$ cat src/rtl/core/link_reconnect_manager_macros.svh
// Assertion macros shared by the link reconnect manager state machine and top level.
`ifndef LINK_RECONNECT_MANAGER_MACROS_SVH
`define LINK_RECONNECT_MANAGER_MACROS_SVH

// Same-cycle implication, checked at every rising edge out of reset.
`define LRM_ASSERT_NOW(label, clk_s, rstn_s, ante, cons, msg) \
  label: assert property (@(posedge clk_s) disable iff (!rstn_s) (ante) |-> (cons)) \
    else $error(msg);

// Next-cycle implication, checked at every rising edge out of reset.
`define LRM_ASSERT_NEXT(label, clk_s, rstn_s, ante, cons, msg) \
  label: assert property (@(posedge clk_s) disable iff (!rstn_s) (ante) |=> (cons)) \
    else $error(msg);

`endif

$ cat src/rtl/core/lrm_pkg.sv
// Types, codes and widths shared by the link reconnect manager.
package lrm_pkg;

  localparam int TIME_W  = 32;
  localparam int CNT_W   = 8;
  localparam int LIMIT_W = 8;
  localparam int DELAY_W = 31;
  localparam int SIG_W   = 8;
  localparam int CMP_W   = (CNT_W > LIMIT_W) ? CNT_W : LIMIT_W;

  localparam logic [CNT_W-1:0] CNT_MAX = {CNT_W{1'b1}};

  // Item kinds.
  localparam logic [1:0] KIND_TICK       = 2'd0;
  localparam logic [1:0] KIND_CONNECT    = 2'd1;
  localparam logic [1:0] KIND_DISCONNECT = 2'd2;

  // Radio link status codes.
  localparam logic [1:0] LS_OTHER     = 2'd0;
  localparam logic [1:0] LS_CONNECTED = 2'd1;
  localparam logic [1:0] LS_FAILED    = 2'd2;
  localparam logic [1:0] LS_NO_NET    = 2'd3;

  // Configuration register indexes.
  localparam logic [1:0] CFG_RETRY_LIMIT    = 2'd0;
  localparam logic [1:0] CFG_RETRY_DELAY    = 2'd1;
  localparam logic [1:0] CFG_ATTEMPT_TMO    = 2'd2;
  localparam logic [1:0] CFG_AUTO_RECONNECT = 2'd3;

  typedef enum logic [1:0] {
    MODE_DISC = 2'd0,
    MODE_CONN = 2'd1,
    MODE_UP   = 2'd2,
    MODE_ERR  = 2'd3
  } mode_t;

  typedef struct packed {
    logic [LIMIT_W-1:0] retry_limit;
    logic [DELAY_W-1:0] retry_delay_ms;
    logic [TIME_W-1:0]  attempt_timeout_ms;
    logic               auto_reconnect;
  } lrm_cfg_t;

  typedef struct packed {
    logic [1:0]              kind;
    logic [TIME_W-1:0]       now_ms;
    logic [1:0]              link_status;
    logic signed [SIG_W-1:0] signal_in;
    logic                    credentials_given;
    logic                    name_present;
  } lrm_item_t;

  typedef struct packed {
    mode_t                   link_state;
    logic                    link_up;
    logic [CNT_W-1:0]        retries;
    logic [TIME_W-1:0]       connected_time_ms;
    logic signed [SIG_W-1:0] signal_level;
    logic                    begin_attempt;
    logic                    radio_off;
    logic                    accepted;
  } lrm_result_t;

endpackage

$ cat src/rtl/core/lrm_if.sv
// Valid/ready channel interfaces for input items, results and configuration writes.
interface lrm_in_if;
  logic                                    valid;
  logic                                    ready;
  logic [1:0]                              kind;
  logic [lrm_pkg::TIME_W-1:0]              now_ms;
  logic [1:0]                              link_status;
  logic signed [lrm_pkg::SIG_W-1:0]        signal_in;
  logic                                    credentials_given;
  logic                                    name_present;

  modport source (
    output valid, kind, now_ms, link_status, signal_in, credentials_given, name_present,
    input  ready
  );
  modport sink (
    input  valid, kind, now_ms, link_status, signal_in, credentials_given, name_present,
    output ready
  );
endinterface

interface lrm_out_if;
  logic                                    valid;
  logic                                    ready;
  logic [1:0]                              link_state;
  logic                                    link_up;
  logic [lrm_pkg::CNT_W-1:0]               retries;
  logic [lrm_pkg::TIME_W-1:0]              connected_time_ms;
  logic signed [lrm_pkg::SIG_W-1:0]        signal_level;
  logic                                    begin_attempt;
  logic                                    radio_off;
  logic                                    accepted;

  modport source (
    output valid, link_state, link_up, retries, connected_time_ms, signal_level,
           begin_attempt, radio_off, accepted,
    input  ready
  );
  modport sink (
    input  valid, link_state, link_up, retries, connected_time_ms, signal_level,
           begin_attempt, radio_off, accepted,
    output ready
  );
endinterface

interface lrm_cfg_if;
  logic                       valid;
  logic                       ready;
  logic [1:0]                 index;
  logic [lrm_pkg::TIME_W-1:0] data;

  modport source (output valid, index, data, input ready);
  modport sink (input valid, index, data, output ready);
endinterface

$ cat src/rtl/core/lrm_cfg_regs.sv
// Configuration register file written through the configuration channel.
module lrm_cfg_regs (
  input  logic              clk,
  input  logic              rst_n,
  lrm_cfg_if.sink           cfg_ch,
  output lrm_pkg::lrm_cfg_t cfg
);

  lrm_pkg::lrm_cfg_t cfg_r;
  lrm_pkg::lrm_cfg_t cfg_nxt;

  assign cfg_ch.ready = 1'b1;
  assign cfg          = cfg_r;

  always_comb begin
    cfg_nxt = cfg_r;
    if (cfg_ch.valid) begin
      unique case (cfg_ch.index)
        lrm_pkg::CFG_RETRY_LIMIT: begin
          cfg_nxt.retry_limit = cfg_ch.data[lrm_pkg::LIMIT_W-1:0];
        end
        lrm_pkg::CFG_RETRY_DELAY: begin
          cfg_nxt.retry_delay_ms = cfg_ch.data[lrm_pkg::DELAY_W-1:0];
        end
        lrm_pkg::CFG_ATTEMPT_TMO: begin
          cfg_nxt.attempt_timeout_ms = cfg_ch.data;
        end
        lrm_pkg::CFG_AUTO_RECONNECT: begin
          cfg_nxt.auto_reconnect = cfg_ch.data[0];
        end
        default: begin
        end
      endcase
    end
  end

  always_ff @(posedge clk) begin
    if (!rst_n) begin
      cfg_r.retry_limit        <= lrm_pkg::LIMIT_W'(10);
      cfg_r.retry_delay_ms     <= lrm_pkg::DELAY_W'(5000);
      cfg_r.attempt_timeout_ms <= lrm_pkg::TIME_W'(30000);
      cfg_r.auto_reconnect     <= 1'b1;
    end else begin
      cfg_r <= cfg_nxt;
    end
  end

endmodule

$ cat src/rtl/core/lrm_fsm.sv
// Link state machine: state registers and the single-pass update for one item.
`include "link_reconnect_manager_macros.svh"

module lrm_fsm (
  input  logic                 clk,
  input  logic                 rst_n,
  input  logic                 upd,
  input  lrm_pkg::lrm_item_t   item,
  input  lrm_pkg::lrm_cfg_t    cfg,
  output lrm_pkg::lrm_result_t res
);

  lrm_pkg::mode_t                   mode_r, mode_nxt;
  logic                             up_flag_r, up_flag_nxt;
  logic [lrm_pkg::CNT_W-1:0]        fail_count_r, fail_count_nxt;
  logic [lrm_pkg::TIME_W-1:0]       attempt_time_r, attempt_time_nxt;
  logic [lrm_pkg::TIME_W-1:0]       up_duration_r, up_duration_nxt;
  logic signed [lrm_pkg::SIG_W-1:0] last_signal_r, last_signal_nxt;
  logic                             have_name_r, have_name_nxt;

  logic [lrm_pkg::TIME_W-1:0] since;
  logic [lrm_pkg::CNT_W-1:0]  fail_inc;
  logic                       at_limit;
  logic                       begin_att;
  logic                       roff;
  logic                       acc;

  // Elapsed time since the last attempt wraps with the clock counter.
  assign since    = item.now_ms - attempt_time_r;
  assign fail_inc = (fail_count_r < lrm_pkg::CNT_MAX) ?
                    fail_count_r + lrm_pkg::CNT_W'(1) : fail_count_r;
  assign at_limit = lrm_pkg::CMP_W'(fail_inc) >= lrm_pkg::CMP_W'(cfg.retry_limit);

  always_comb begin
    mode_nxt         = mode_r;
    up_flag_nxt      = up_flag_r;
    fail_count_nxt   = fail_count_r;
    attempt_time_nxt = attempt_time_r;
    up_duration_nxt  = up_duration_r;
    last_signal_nxt  = last_signal_r;
    have_name_nxt    = have_name_r;
    begin_att        = 1'b0;
    roff             = 1'b0;
    acc              = 1'b1;

    unique case (item.kind)
      lrm_pkg::KIND_CONNECT: begin
        if (item.credentials_given) begin
          have_name_nxt    = item.name_present;
          mode_nxt         = lrm_pkg::MODE_CONN;
          fail_count_nxt   = '0;
          attempt_time_nxt = item.now_ms;
          begin_att        = 1'b1;
        end else begin
          acc = 1'b0;
        end
      end
      lrm_pkg::KIND_DISCONNECT: begin
        mode_nxt    = lrm_pkg::MODE_DISC;
        up_flag_nxt = 1'b0;
        roff        = 1'b1;
      end
      lrm_pkg::KIND_TICK: begin
        unique case (mode_r)
          lrm_pkg::MODE_DISC: begin
            if (cfg.auto_reconnect && have_name_r &&
                since > lrm_pkg::TIME_W'(cfg.retry_delay_ms)) begin
              mode_nxt         = lrm_pkg::MODE_CONN;
              attempt_time_nxt = item.now_ms;
              begin_att        = 1'b1;
            end
          end
          lrm_pkg::MODE_CONN: begin
            if (item.link_status == lrm_pkg::LS_CONNECTED) begin
              mode_nxt       = lrm_pkg::MODE_UP;
              up_flag_nxt    = 1'b1;
              fail_count_nxt = '0;
            end else if (item.link_status == lrm_pkg::LS_FAILED ||
                         item.link_status == lrm_pkg::LS_NO_NET) begin
              fail_count_nxt = fail_inc;
              if (at_limit) begin
                mode_nxt    = lrm_pkg::MODE_ERR;
                up_flag_nxt = 1'b0;
              end else begin
                mode_nxt         = lrm_pkg::MODE_DISC;
                attempt_time_nxt = item.now_ms;
              end
            end else if (since > cfg.attempt_timeout_ms) begin
              mode_nxt    = lrm_pkg::MODE_ERR;
              up_flag_nxt = 1'b0;
            end
          end
          lrm_pkg::MODE_UP: begin
            if (item.link_status == lrm_pkg::LS_CONNECTED) begin
              last_signal_nxt = item.signal_in;
              up_duration_nxt = since;
            end else begin
              mode_nxt         = lrm_pkg::MODE_DISC;
              up_flag_nxt      = 1'b0;
              fail_count_nxt   = '0;
              attempt_time_nxt = item.now_ms;
            end
          end
          lrm_pkg::MODE_ERR: begin
            // The error state holds off for twice the retry delay.
            if (since > lrm_pkg::TIME_W'({cfg.retry_delay_ms, 1'b0})) begin
              mode_nxt         = lrm_pkg::MODE_DISC;
              fail_count_nxt   = '0;
              attempt_time_nxt = item.now_ms;
            end
          end
          default: begin
          end
        endcase
      end
      default: begin
      end
    endcase

    res.link_state        = mode_nxt;
    res.link_up           = up_flag_nxt;
    res.retries           = fail_count_nxt;
    res.connected_time_ms = up_duration_nxt;
    res.signal_level      = last_signal_nxt;
    res.begin_attempt     = begin_att;
    res.radio_off         = roff;
    res.accepted          = acc;
  end

  always_ff @(posedge clk) begin
    if (!rst_n) begin
      mode_r         <= lrm_pkg::MODE_DISC;
      up_flag_r      <= 1'b0;
      fail_count_r   <= '0;
      attempt_time_r <= '0;
      up_duration_r  <= '0;
      last_signal_r  <= '0;
      have_name_r    <= 1'b0;
    end else if (upd) begin
      mode_r         <= mode_nxt;
      up_flag_r      <= up_flag_nxt;
      fail_count_r   <= fail_count_nxt;
      attempt_time_r <= attempt_time_nxt;
      up_duration_r  <= up_duration_nxt;
      last_signal_r  <= last_signal_nxt;
      have_name_r    <= have_name_nxt;
    end
  end

  `LRM_ASSERT_NOW(a_up_has_flag, clk, rst_n, mode_r == lrm_pkg::MODE_UP, up_flag_r,
                  "connected state without the up flag")
  `LRM_ASSERT_NOW(a_err_no_flag, clk, rst_n, mode_r == lrm_pkg::MODE_ERR, !up_flag_r,
                  "error state with the up flag set")
  `LRM_ASSERT_NEXT(a_disc_cmd, clk, rst_n, upd && item.kind == lrm_pkg::KIND_DISCONNECT,
                   mode_r == lrm_pkg::MODE_DISC && !up_flag_r,
                   "disconnect command did not drop the link")

endmodule

$ cat src/rtl/core/link_reconnect_manager.sv
// Link reconnect manager top level: input register, state machine and result register.
// Order: an accepted item is held in the input register; the state update and the result
// register both take effect when it advances, which a stalled output can hold back.
// Throughput: one item per cycle unless the output stalls; one single-pass update per item.
// Synchronous active-low reset returns the link to disconnected with all counts and
// times cleared and the configuration registers at their defaults.
`include "link_reconnect_manager_macros.svh"

module link_reconnect_manager (
  input  logic      clk,
  input  logic      rst_n,
  lrm_in_if.sink    in_ch,
  lrm_out_if.source out_ch,
  lrm_cfg_if.sink   cfg_ch
);

  lrm_pkg::lrm_cfg_t    cfg;
  lrm_pkg::lrm_item_t   in_item;
  lrm_pkg::lrm_item_t   item_r;
  lrm_pkg::lrm_result_t res;
  lrm_pkg::lrm_result_t out_res_r;

  logic item_v_r, item_v_nxt;
  logic out_v_r, out_v_nxt;
  logic in_fire;
  logic adv;

  assign in_item.kind              = in_ch.kind;
  assign in_item.now_ms            = in_ch.now_ms;
  assign in_item.link_status       = in_ch.link_status;
  assign in_item.signal_in         = in_ch.signal_in;
  assign in_item.credentials_given = in_ch.credentials_given;
  assign in_item.name_present      = in_ch.name_present;

  // The held item moves on whenever the result register is free or being emptied.
  assign adv         = item_v_r && (!out_v_r || out_ch.ready);
  assign in_ch.ready = !item_v_r || adv;
  assign in_fire     = in_ch.valid && in_ch.ready;

  lrm_cfg_regs u_cfg (
    .clk    (clk),
    .rst_n  (rst_n),
    .cfg_ch (cfg_ch),
    .cfg    (cfg)
  );

  lrm_fsm u_fsm (
    .clk   (clk),
    .rst_n (rst_n),
    .upd   (adv),
    .item  (item_r),
    .cfg   (cfg),
    .res   (res)
  );

  always_comb begin
    item_v_nxt = item_v_r;
    if (in_fire) begin
      item_v_nxt = 1'b1;
    end else if (adv) begin
      item_v_nxt = 1'b0;
    end
    out_v_nxt = out_v_r;
    if (adv) begin
      out_v_nxt = 1'b1;
    end else if (out_ch.ready) begin
      out_v_nxt = 1'b0;
    end
  end

  always_ff @(posedge clk) begin
    if (!rst_n) begin
      item_v_r <= 1'b0;
      out_v_r  <= 1'b0;
    end else begin
      item_v_r <= item_v_nxt;
      out_v_r  <= out_v_nxt;
    end
  end

  always_ff @(posedge clk) begin
    if (in_fire) begin
      item_r <= in_item;
    end
    if (adv) begin
      out_res_r <= res;
    end
  end

  assign out_ch.valid             = out_v_r;
  assign out_ch.link_state        = out_res_r.link_state;
  assign out_ch.link_up           = out_res_r.link_up;
  assign out_ch.retries           = out_res_r.retries;
  assign out_ch.connected_time_ms = out_res_r.connected_time_ms;
  assign out_ch.signal_level      = out_res_r.signal_level;
  assign out_ch.begin_attempt     = out_res_r.begin_attempt;
  assign out_ch.radio_off         = out_res_r.radio_off;
  assign out_ch.accepted          = out_res_r.accepted;

  `LRM_ASSERT_NEXT(a_adv_fills_out, clk, rst_n, adv, out_v_r,
                   "updated item did not reach the result register")
  `LRM_ASSERT_NOW(a_begin_conn, clk, rst_n, out_v_r && out_res_r.begin_attempt,
                  out_res_r.link_state == lrm_pkg::MODE_CONN && out_res_r.accepted,
                  "attempt pulse without the connecting state")
  `LRM_ASSERT_NOW(a_off_disc, clk, rst_n, out_v_r && out_res_r.radio_off,
                  out_res_r.link_state == lrm_pkg::MODE_DISC && !out_res_r.link_up &&
                  !out_res_r.begin_attempt,
                  "radio off pulse while the link is not down")

endmodule
$ cat src/flat_wrapper.sv
// flat-port wrapper written by rule: the top's interface ports become plain ports
module link_reconnect_manager_flat 
  (clk, rst_n, in_ch_valid, in_ch_kind, in_ch_now_ms, in_ch_link_status, in_ch_signal_in, in_ch_credentials_given, in_ch_name_present, in_ch_ready, out_ch_valid, out_ch_link_state, out_ch_link_up, out_ch_retries, out_ch_connected_time_ms, out_ch_signal_level, out_ch_begin_attempt, out_ch_radio_off, out_ch_accepted, out_ch_ready, cfg_ch_valid, cfg_ch_index, cfg_ch_data, cfg_ch_ready);
  lrm_in_if in_ch_i ();
  lrm_out_if out_ch_i ();
  lrm_cfg_if cfg_ch_i ();
  input  logic clk;
  input  logic rst_n;
  input wire logic [$bits(in_ch_i.valid)-1:0] in_ch_valid;
  input wire logic [$bits(in_ch_i.kind)-1:0] in_ch_kind;
  input wire logic [$bits(in_ch_i.now_ms)-1:0] in_ch_now_ms;
  input wire logic [$bits(in_ch_i.link_status)-1:0] in_ch_link_status;
  input wire logic [$bits(in_ch_i.signal_in)-1:0] in_ch_signal_in;
  input wire logic [$bits(in_ch_i.credentials_given)-1:0] in_ch_credentials_given;
  input wire logic [$bits(in_ch_i.name_present)-1:0] in_ch_name_present;
  output wire logic [$bits(in_ch_i.ready)-1:0] in_ch_ready;
  output wire logic [$bits(out_ch_i.valid)-1:0] out_ch_valid;
  output wire logic [$bits(out_ch_i.link_state)-1:0] out_ch_link_state;
  output wire logic [$bits(out_ch_i.link_up)-1:0] out_ch_link_up;
  output wire logic [$bits(out_ch_i.retries)-1:0] out_ch_retries;
  output wire logic [$bits(out_ch_i.connected_time_ms)-1:0] out_ch_connected_time_ms;
  output wire logic [$bits(out_ch_i.signal_level)-1:0] out_ch_signal_level;
  output wire logic [$bits(out_ch_i.begin_attempt)-1:0] out_ch_begin_attempt;
  output wire logic [$bits(out_ch_i.radio_off)-1:0] out_ch_radio_off;
  output wire logic [$bits(out_ch_i.accepted)-1:0] out_ch_accepted;
  input wire logic [$bits(out_ch_i.ready)-1:0] out_ch_ready;
  input wire logic [$bits(cfg_ch_i.valid)-1:0] cfg_ch_valid;
  input wire logic [$bits(cfg_ch_i.index)-1:0] cfg_ch_index;
  input wire logic [$bits(cfg_ch_i.data)-1:0] cfg_ch_data;
  output wire logic [$bits(cfg_ch_i.ready)-1:0] cfg_ch_ready;
  assign in_ch_i.valid = in_ch_valid;
  assign in_ch_i.kind = in_ch_kind;
  assign in_ch_i.now_ms = in_ch_now_ms;
  assign in_ch_i.link_status = in_ch_link_status;
  assign in_ch_i.signal_in = in_ch_signal_in;
  assign in_ch_i.credentials_given = in_ch_credentials_given;
  assign in_ch_i.name_present = in_ch_name_present;
  assign in_ch_ready = in_ch_i.ready;
  assign out_ch_valid = out_ch_i.valid;
  assign out_ch_link_state = out_ch_i.link_state;
  assign out_ch_link_up = out_ch_i.link_up;
  assign out_ch_retries = out_ch_i.retries;
  assign out_ch_connected_time_ms = out_ch_i.connected_time_ms;
  assign out_ch_signal_level = out_ch_i.signal_level;
  assign out_ch_begin_attempt = out_ch_i.begin_attempt;
  assign out_ch_radio_off = out_ch_i.radio_off;
  assign out_ch_accepted = out_ch_i.accepted;
  assign out_ch_i.ready = out_ch_ready;
  assign cfg_ch_i.valid = cfg_ch_valid;
  assign cfg_ch_i.index = cfg_ch_index;
  assign cfg_ch_i.data = cfg_ch_data;
  assign cfg_ch_ready = cfg_ch_i.ready;
  link_reconnect_manager u_core (.clk(clk), .rst_n(rst_n), .in_ch(in_ch_i), .out_ch(out_ch_i), .cfg_ch(cfg_ch_i));
endmodule
$ cat config.mk
export PLATFORM = sky130hd
export DESIGN_NAME = link_reconnect_manager_flat
export DESIGN_NICKNAME = d
export VERILOG_FILES = /design/src/rtl/core/lrm_pkg.sv /design/src/rtl/core/lrm_if.sv /design/src/rtl/core/lrm_cfg_regs.sv /design/src/rtl/core/lrm_fsm.sv /design/src/rtl/core/link_reconnect_manager.sv /design/src/flat_wrapper.sv
export VERILOG_INCLUDE_DIRS = /design/src /design/src/rtl/core
export SDC_FILE = /design/constraint.sdc
export NUM_CORES = 1
export LEC_CHECK = 0
export ABC_AREA = 1
export BUFFER_PORTS_ARGS = -buffer_cell sky130_fd_sc_hd__buf_4
export CAP_MARGIN = 15
export CORE_MARGIN = 5
export CORE_UTILIZATION = 45
export CTS_BUF_LIST = sky130_fd_sc_hd__clkbuf_16
export DETAILED_ROUTE_END_ITERATION = 8
export GPL_TIMING_DRIVEN = 0
export HOLD_SLACK_MARGIN = 0.05
export MAX_ROUTING_LAYER = met4
export PLACE_DENSITY_LB_ADDON = 0.15
export REMOVE_ABC_BUFFERS = 1
export SLEW_MARGIN = 10
export SYNTH_ARGS = -nofsm -noshare
export SYNTH_HDL_FRONTEND = slang
export SYNTH_SLANG_ARGS = --single-unit
$ cat constraint.sdc
create_clock -name clk -period 4.5 [get_ports clk]
set_input_delay 0.9 -clock clk [delete_from_list [all_inputs] [get_ports clk]]
set_output_delay 0.9 -clock clk [all_outputs]
set_load 0.05 [all_outputs]
==> Yosys cells after proc, flatten, opt, wreduce, memory -nomap -nowiden <==
Index checks and enable logic that the tools add are counted.
{ "word_totals": {"register_bits": 258, "in_bits": 85, "out_inout_bits": 57, "elab_cells": 122} }
{ "classes": {"addsub": 2, "n_lt_le_gt_ge": 5, "n_eq_ne": 18, "n_mux": 49, "n_reduce_logical": 21} }
{ "ops": {"columns": ["operator", "n"], "rows": [
  ["32-bit two-way mux", 10],
  ["32-bit case mux with 4 select lines", 1],
  ["8-bit two-way mux", 9],
  ["32-bit > comparator", 2],
  ["32-bit case mux with 2 select lines", 1],
  ["32-bit by 31-bit > comparator with 1-bit output", 1],
  ["32-bit subtractor", 1],
  ["8-bit case mux with 3 select lines", 1],
  ["3-bit inequality test (second input constant)", 6],
  ["2-bit two-way mux", 8],
  ["8-bit case mux with 2 select lines", 1],
  ["2-bit == test (second input constant)", 7],
  ["1-bit two-way mux", 13],
  ["9-bit AND reduction", 1],
  ["8-bit by 1-bit adder with 8-bit output (second input constant)", 1],
  ["2-bit by 1-bit == test with 1-bit output (second input constant)", 4],
  ["8-bit greater-or-equal comparator", 1],
  ["8-bit less-than comparator (second input constant)", 1],
  ["2-bit case mux with 4 select lines", 1],
  ["2-bit AND reduction", 4],
  ["2-bit logical NOT", 3],
  ["1-bit case mux with 2 select lines", 3],
  ["2-bit case mux with 3 select lines", 1],
  ["2-bit nonzero test", 3],
  ["5 further kinds", 11]
]} }

==> Logic depth before layout (Yosys ltp) <==
Gate-level depths: netlist of run 1.
{ "logic_depth": {"depth_word": 8, "ltp_mapped": 37, "depth_no_buf": 37} }

==> Hierarchy <==
Synthesis of run 1 repeated with hierarchy kept, for this count alone.
{ "hier_totals": {"hier_cells": 1958, "area_unflattened_um2": 14963.1} }
{ "modules_own_cells": {"columns": ["mod", "instances", "cells_each", "area_each_um2", "seq_area_each_um2"], "rows": [
  ["lrm_fsm", 1, 1408, 8941.1, 1681.6],
  ["link_reconnect_manager", 1, 113, 3098.0, 3042.9],
  ["lrm_cfg_regs", 1, 437, 2924.1, 1441.4]
]} }

==> Worst setup path after synthesis of run 1 <==
No wires, ideal clock.
{ "synth_timing": {"path_type": "register to register", "from": "register u_core.item_r[12] in the netlist's numbering", "to": "register u_core.u_fsm.attempt_time_r[0] in the netlist's numbering", "setup_ps": 111, "arrival_ps": 3957, "t_required_ps": 4389, "setup_slack_ps": 431, "stages_incl_launch_ff": 31, "n_path_buf": 1, "synth_period_minus_slack_ps": 4069, "path_cell_list": "edfxtp_1 inv_1 ha_1 inv_1 fa_1 nand2_1 nand2_1 o21ai_1 o21ai_1 inv_2 o21ai_2 a21oi_1 o21ai_0 a21oi_1 or2_1 nand2_1 ha_1 nand2_1 nor2_1 nand4_1 nor3_1 nand2_1 nand2_1 nand2_1 nand2_1 o21ai_0 a21oi_1 clkbuf_1 nand3_1 nand2_1 nor2_1"} }
{ "synth_between": {"elab_chain_cells": 5, "word_cells_on_any_way": 16, "cone_classes": "add/sub (1); order compare (2); eq/ne (2); mux (9); reduce/logical (2)"} }
{ "synth_lines": {"columns": ["element", "line_no", "source"], "rows": [
  ["start, declared", "link_reconnect_manager.sv:19", "lrm_pkg::lrm_item_t item_r;"],
  ["start signal, assigned", "link_reconnect_manager.sv:83", "item_r <= in_item;"],
  ["32-bit subtractor or 32-bit two-way mux (tied branches)", "lrm_fsm.sv:29, lrm_fsm.sv:81", null],
  ["32-bit by 31-bit > comparator with 1-bit output or 32-bit two-way mux (tied branches)", "lrm_fsm.sv:67, lrm_fsm.sv:78", null],
  ["1-bit logical AND or 32-bit two-way mux (tied branches)", "lrm_fsm.sv:66, lrm_fsm.sv:74", null],
  ["3-bit inequality test (no source line) or 32-bit case mux with 4 select lines (tied branches)", null, null],
  ["9-bit AND reduction (no source line) or 32-bit case mux with 2 select lines (tied branches)", null, null],
  ["end signal, assigned", "lrm_fsm.sv:143", "attempt_time_r <= attempt_time_nxt;"],
  ["end, declared", "lrm_fsm.sv:16", "logic [lrm_pkg::TIME_W-1:0] attempt_time_r, attempt_time_nxt;"]
]} }
Parallel ways exist; a longest one is shown, timed or not. The select of a mux whose other input is x is not followed.
A chain may end at the register's enable or synchronous reset.

==> Final worst setup path of run 1 <==
{ "layout_timing": {"from": "register u_core.item_r[12] in the netlist's numbering", "to": "register u_core.u_fsm.attempt_time_r[21] in the netlist's numbering"} }
{ "layout_between": {"elab_chain_cells": 5, "word_cells_on_any_way": 7, "cone_classes": "add/sub (1); order compare (2); eq/ne (2); reduce/logical (2)"} }
{ "layout_lines": {"columns": ["element", "line_no", "source"], "rows": [
  ["32-bit subtractor *", "lrm_fsm.sv:29", "assign since = item.now_ms - attempt_time_r;"],
  ["32-bit by 31-bit > comparator with 1-bit output", "lrm_fsm.sv:67", "since > lrm_pkg::TIME_W'(cfg.retry_delay_ms)) begin"],
  ["1-bit logical AND", "lrm_fsm.sv:66", "if (cfg.auto_reconnect && have_name_r &&"],
  ["3-bit inequality test (no source line)", null, null],
  ["9-bit AND reduction (no source line) *", null, null]
]} }
Every way passes the cells marked *; elsewhere a longest branch is shown, timed or not.

==> impl_metrics.toml, run 1 <==
[timing]
drv_slew = 0
setup_ws_ns = -0.129
min_period_ns = 4.63
rsz0062_at_grt = "yes"
hold_viol = 0
period_share_pct = 103
worst_pin_slew_ns = 1.24
max_freq_mhz = 216
finalSetupViolCount = 32
setup_tns_ns = -3.53
fin_skew_ns = 0.0162
slew-limit-headroom_pct = 17.4

[pwr]
leakage_uw = 0.00780
peakVddDrop_mv = 0.330
power_density_nw_per_um2 = 379

[synthesis]
synth_edf_count = 100
ys_async_sr_fraction_pct = 0
ys_seq_elements = 258
synth-seq-area-share_pct = 43.5
avgSynthCellArea_um2 = 8.12
synth_flop_cell = "dfxtp_1"
synth_cell_types = 48
synthCells = 1745
ys_warn_count = 0
netlist_area_um2 = 14200

[drt]
drc = 0
wl_per_cell_um = 15.9
via_count = 12000
drt-total-wl_mm = 37.0
vias_per_cell = 5.15
drt_iter0_markers = 682
detail-route-antenna-nets = 0
dr.pass1.iters = 5

[floorplan]
initial_core_util_pct = 45.3
core_area_um2 = 31300
die_w_um = 187
die-area_um2 = 35100
rows = 65
die_y_um = 187
num_io_pins = 142

[setup_path]
slowest_stage = "edfxtp_1"
criticalPathCategory = "flip-flop to flip-flop"
crit_path_start_kind = "flip-flop"
crit_required_ns = 4.96
cp_max_fo = 6
max_stage_delay_ns = 0.44
arrival_ns = 5.09
crit_path_end_kind = "flip-flop"

[run_status]
violations = "negative setup slack"
outcome = "complete, but fails checks"

[min_path]
hp-class = "flip-flop to flip-flop"

[final_layout]
seq_area_um2 = 6170
diodes = 0
drive_above_1_share_pct = 20.2
final_cells = 2324
multi_input_area_um2 = 7390
area_growth_pct = 24.9
fin_nets = 2124
num-fill-cells = 2872

[clock_tree]
clock-sinks = 258
hold_buffers = 0
cts_tree = "built"
ctsRootBufferMaster = "clkbuf_16"
clockBufferDepth = 3
cts_buffers = 29
htreeDepth = 1
clock_latency_ns = 0.57
clk_pin_slew_ns = 0.06

[placed_design]
hpwlAfterDp_mm = 26.2
place_congestion = 0.905
io_buffers = 140
dp.cells = 2235

[flow_run]
cap_violations = 0

[grt]
grt_pass1_vias = 11600
grt_util_all_layers_pct = 21.2
grt_max_degree = 126
grt_first_pass_wirelength_mm = 59.9
antenna_found_initial = 0
grt.overflow.total = 0
## cell type report
type / instances / area share [%]
well taps: 402 / 2.84
flip-flops and latches: 258 / 34.8
clock inverters: 25 / 1.46
multi-input cells: 1165 / 41.8
inverters: 263 / 5.62
repair buffers: 182 / 9.35
clock buffers: 29 / 4.10
## cell usage after synthesis (2+ instances only)
library cell  number  area (um2)
nand2_1          277        1040
inv_1            251         942
o21ai_0          199         996
a21oi_1          191         956
dfxtp_1          158        3160
ha_1             139        1740
nor2_1           132         495
edfxtp_1         100        3000
nand3_1           57         285
clkbuf_1          56         210
nand3b_1          31         233
o211ai_1          18         135
nand4_1           14        87.6
or2_2             14        87.6
xor2_1            14         123
inv_2             11        41.3
nor3_1            11        55.1
xnor2_1            8        70.1
o21ai_1            7        35.0
nand2_2            5        31.3
nor4_1             5        31.3
a21o_1             4        30.0
buf_6              4        45.0
a211oi_1           3        22.5
a21boi_0           3        22.5
a31oi_1            3        18.8
o21bai_1           3        22.5
a221oi_1           2        17.5
nor2_2             2        12.5
nor2_4             2        22.5
o21a_1             2        15.0
o21ai_2            2        17.5
or2_1              2        12.5
## state kept, by name, indices dropped and copies added, names as in the netlist
signal                           flops
u_core.item_r                       46
u_core.item_v_r                      1
u_core.out_ch.accepted               1
u_core.out_ch.begin_attempt          1
u_core.out_ch.connected_time_ms     32
u_core.out_ch.link_state             2
u_core.out_ch.link_up                1
u_core.out_ch.radio_off              1
u_core.out_ch.retries                8
u_core.out_ch.signal_level           8
u_core.out_ch.valid                  1
u_core.u_cfg.cfg                    72
u_core.u_fsm.attempt_time_r         32
u_core.u_fsm.fail_count_r            8
u_core.u_fsm.have_name_r             1
u_core.u_fsm.last_signal_r           8
u_core.u_fsm.mode_r                  2
u_core.u_fsm.up_duration_r          32
u_core.u_fsm.up_flag_r               1
## through the flow
stage               power [uW]  hold slack, ns  utilization (%)  area, um2  worst slack (ns)
finish                    6710           0.463             56.5      17700            -0.129
detailed placement        4120           0.456             50.1      15700             -1.31
CTS                       6700           0.468             55.4      17300            -0.172
global route              7090           0.476             56.5      17700            -0.385
global placement          4070           0.449             49.4      15500             -4.89
floorplan                 3660           0.435                -      13900             -1.56
## worst paths after layout
kind                                     endpoint  slack (ns)                 start  cells after the start
setup / recovery  u_core.u_fsm.attempt_time_r[21]       -0.13     u_core.item_r[12]                     32
hold / removal               u_core.u_cfg.cfg[31]        0.46  u_core.u_cfg.cfg[31]                      2
setup reg to reg  u_core.u_fsm.attempt_time_r[21]       -0.13     u_core.item_r[12]                     32
hold reg to reg              u_core.u_cfg.cfg[31]        0.46  u_core.u_cfg.cfg[31]                      2
## power breakdown
group	switching, uW	total (uW)	internal [uW]
Sequential	61.8	2630	2570
Combinational	1020	1630	609
Clock	983	2440	1460
## worst max-delay path, delay by kind of cell (launching register included)
family	cells	cell delay, ns
simple gates	14	1.55
compound gates	8	0.89
flops	1	0.44
fa+ha+maj	3	0.77
buf+inv	7	0.85
## routing by layer
| metal | share of wire [%] | global-route usage (%) | up-vias |
|---|---|---|---|
| li1 | - | - | 6157 |
| met1 | 47 | 28.7 | 5548 |
| met2 | 46 | 34.0 | 211 |
| met3 | 4.2 | 2.93 | 53 |
| met4 | 2.2 | 5.05 | 0 |
| met5 | 0 | - | - |
## what timing repair did
action | 4_1_cts | 5_1_grt
buffers inserted | 22 | 6
resized for setup | 106 | 85
pin swaps | 31 | 29
setup endpoints to repair | 55 | 55
cloned | 5 | 1
## layout by cell type (no fill, tap or decap), types with 26 or more instances in the layout
| cell type | netlist | routed |
|---|---|---|
| a21oi_1 | 191 | 179 |
| buf_4 | 1 | 161 |
| clkbuf_16 | 0 | 29 |
| dfxtp_1 | 158 | 158 |
| edfxtp_1 | 100 | 100 |
| ha_1 | 139 | 136 |
| inv_1 | 251 | 249 |
| nand2_1 | 277 | 257 |
| nand3_1 | 57 | 52 |
| nand3b_1 | 31 | 31 |
| nor2_1 | 132 | 90 |
| nor2_4 | 2 | 26 |
| o21ai_0 | 199 | 174 |
## cell families after synthesis
logic type	share of synthesized area, %
AND/OR/NAND/NOR	17.3
AO/OA/AOI/OAI	16.5
buffers and inverters	8.82
flip-flops	43.5
adder cells (fa/ha/maj)	12.4
XOR/XNOR	1.47
other	0.0265
No activity file was read; power rests on OpenSTA's default activity.
==> run 2, diff against run 1 <==
--- a/config.mk
+++ b/config.mk
@@ -21,4 +21,5 @@
 export SLEW_MARGIN = 10
 export SYNTH_ARGS = -nofsm -noshare
 export SYNTH_HDL_FRONTEND = slang
+export SYNTH_HIERARCHICAL = 1
 export SYNTH_SLANG_ARGS = --single-unit
==> run 2 against run 1 <==
Net effect:
- synthesized cell count is 12% higher
- wire length increased by 7.0%
- core utilization about the same
- highest routed layer unchanged
- hold slack better by 0.00073 ns
- the run still ends with negative setup slack left
- cell area increased by 4.5%
- clock power decreased by 4%
- sequential share of layout area is 1.5 points lower
- non-clock buffer count unchanged
- die area rose by 5.3%
==> impl_metrics.toml, run 2 <==
[drt]
wl_per_cell_um = 15.4
vias_per_cell = 5.02
drt-total-wl_mm = 39.6
drt_iter0_markers = 768
dr.pass1.iters = 6
via_count = 12900
detail-route-antenna-nets = 0
drc = 0

[pwr]
leakage_uw = 0.00857
power.internal_uw = 4590
p_sw_uw = 2120
combPwrFrac_pct = 25.7
power_density_nw_per_um2 = 363
clkPwrFrac_pct = 35.0
p_total_uw = 6710
swShare_pct = 31.6
pwr-share-seq_pct = 39.4
peakVddDrop_mv = 0.296

[setup_path]
max_stage_delay_ns = 0.49
criticalPathCategory = "flip-flop to flip-flop"
crit_path_end_kind = "flip-flop"
path_buf_inv = 4
arrival_ns = 4.99
reg2reg_slack_ns = -0.05
cp_max_fo = 16
cp_top_family = "simple AND/OR/NAND/NOR gates"
crit_path_start_kind = "flip-flop"
crit_path_frequent_cell = "nand2_2"
slowest_stage = "edfxtp_1"
crit_required_ns = 4.95

[grt]
grt_pass1_vias = 12200
antenna_found_initial = 0
grt_util_all_layers_pct = 21.3
grt_max_degree = 128
grt_first_pass_wirelength_mm = 62.4
grt.overflow.total = 0

[timing]
hold_viol = 0
setup_tns_ns = -0.490
min_period_ns = 4.55
fin_skew_ns = 0.0105
setup_ws_ns = -0.0466
period_share_pct = 101
rsz0062_at_grt = "yes"
worst_pin_slew_ns = 1.18
slew-limit-headroom_pct = 21.4
finalSetupViolCount = 23
drv_slew = 0
holdWs_ns = 0.464
max_freq_mhz = 220

[run_status]
violations = "negative setup slack"
outcome = "complete, but fails checks"

[placed_design]
hpwlAfterDp_mm = 27.6
place_congestion = 0.896
dp_slack_ns = -1.11
io_buffers = 140
dp.cells = 2484

[clock_tree]
htreeDepth = 1
clockBufferDepth = 3
clock-sinks = 258
ctsRootBufferMaster = "clkbuf_16"
cts_tree = "built"
clock_latency_ns = 0.56
cts_buffers = 30
hold_buffers = 0
clk_pin_slew_ns = 0.06

[floorplan]
core_area_um2 = 32700
die_y_um = 192
rows = 66
initial_core_util_pct = 45.8
num_io_pins = 142
die-area_um2 = 37000
die_w_um = 192

[synthesis]
ys_async_sr_fraction_pct = 0
ys_top_cells_by_count = "nand2_1 (401), inv_1 (328), nor2_1 (233)"
synth_edf_count = 100
synthCells = 1958
synth.area.top_cells = "dfxtp_1 (21%), edfxtp_1 (20%), ha_1 (12%)"
synth_cell_types = 47
ys_seq_elements = 258
yosysTopAreaCell = "dfxtp_1"
ys_warn_count = 6
yosysMostFrequentCell = "nand2_1"
synth-seq-area-share_pct = 41.2
synth_top_area_share_pct = 21.1
synth_flop_cell = "dfxtp_1"
netlist_area_um2 = 15000
avgSynthCellArea_um2 = 7.64

[final_layout]
final_cell_mix = "nand2_1 (380), inv_1 (324), nor2_1 (215)"
largest_register_ffs = 72
final_cells = 2575
final_common_cell = "nand2_1"
diodes = 0
drive_above_1_share_pct = 18.1
area_growth_pct = 23.5
fin_nets = 2334

[flow_run]
cap_violations = 0

[min_path]
hp-class = "flip-flop to flip-flop"
[run 2: cell count changes after synthesis, moves of 8 or more]
cell	change
nand2_1	+124
nor2_1	+101
inv_1	+77
o21ai_0	-64
a21oi_1	-48
clkbuf_1	-26
nand3_1	+22
buf_2	+16
o211ai_1	-12
buf_4	+11
inv_2	-9
or2_2	+8
[run 2: power groups by stage]
| stage | clock (uW) | sequential (uW) | combinational, uW |
|---|---|---|---|
| detailed placement | 0 | 2680 | 1490 |
| CTS | 2410 | 2640 | 1600 |
| global route | 2520 | 2650 | 1920 |
| floorplan | 0 | 2760 | 940 |
| finish | 2340 | 2640 | 1720 |
| global placement | 0 | 2690 | 1440 |
[run 2: final cells by class]
class	count	area, um2
Clock inverter	23	133
Timing Repair inverter	1	7.51
Sequential cell	258	6170
Clock buffer	33	826
Timing Repair Buffer	182	1660
Multi-Input combinational cell	1306	7900
Tap cell	442	553
Inverter	330	1240
Fill cell	3085	14200
[run 2: worst paths after layout]
path,start,endpoint,cells after the start
worst max-delay path,u_core/item_r[20],u_core/u_fsm/attempt_time_r[24],25
worst min-delay path,u_core/u_cfg/cfg[65],u_core/u_cfg/cfg[65],2
worst max register to register,u_core/item_r[20],u_core/u_fsm/attempt_time_r[24],25
worst min register to register,u_core/u_cfg/cfg[65],u_core/u_cfg/cfg[65],2
[run 2: worst min-delay path, stage by stage, from the launching register on]
cell	delay, ns
dfxtp_1	0.33
nand2_1	0.05
nand3_1	0.05
[run 2: cells by family after synthesis]
group                      count (synthesis)  synth area share (%)
buffers and inverters                    396                  10.7
other                                      1                0.0251
DFF                                      258                  41.2
and+or+nand+nor                          815                  23.2
AOI/OAI and AO/OA                        324                  11.8
adders and majority gates                140                  11.8
xor gates and xnor gates                  24                  1.40
[run 2: timing repair]
action                                  CTS  global route
gates resized for setup                  57           118
pin swaps                                27            37
cloned                                    4             2
buffers inserted                         16            13
endpoints found under the setup margin   55            55
[run 2: per-stage QoR]
step	utilization (%)	area (um2)
finish	56.5	18500
global route	56.5	18500
CTS	54.7	17900
detailed placement	50.3	16500
global placement	49.6	16200
floorplan	-	14600
[run 2: per-layer routing]
| metal | vias to the layer above | GRT usage, % | share of wire [%] |
|---|---|---|---|
| met5 | - | - | 0 |
| met4 | 0 | 5.24 | 2.0 |
| met3 | 58 | 3.02 | 4.8 |
| met2 | 292 | 34.5 | 47 |
| met1 | 5969 | 28.3 | 46 |
| li1 | 6600 | - | - |
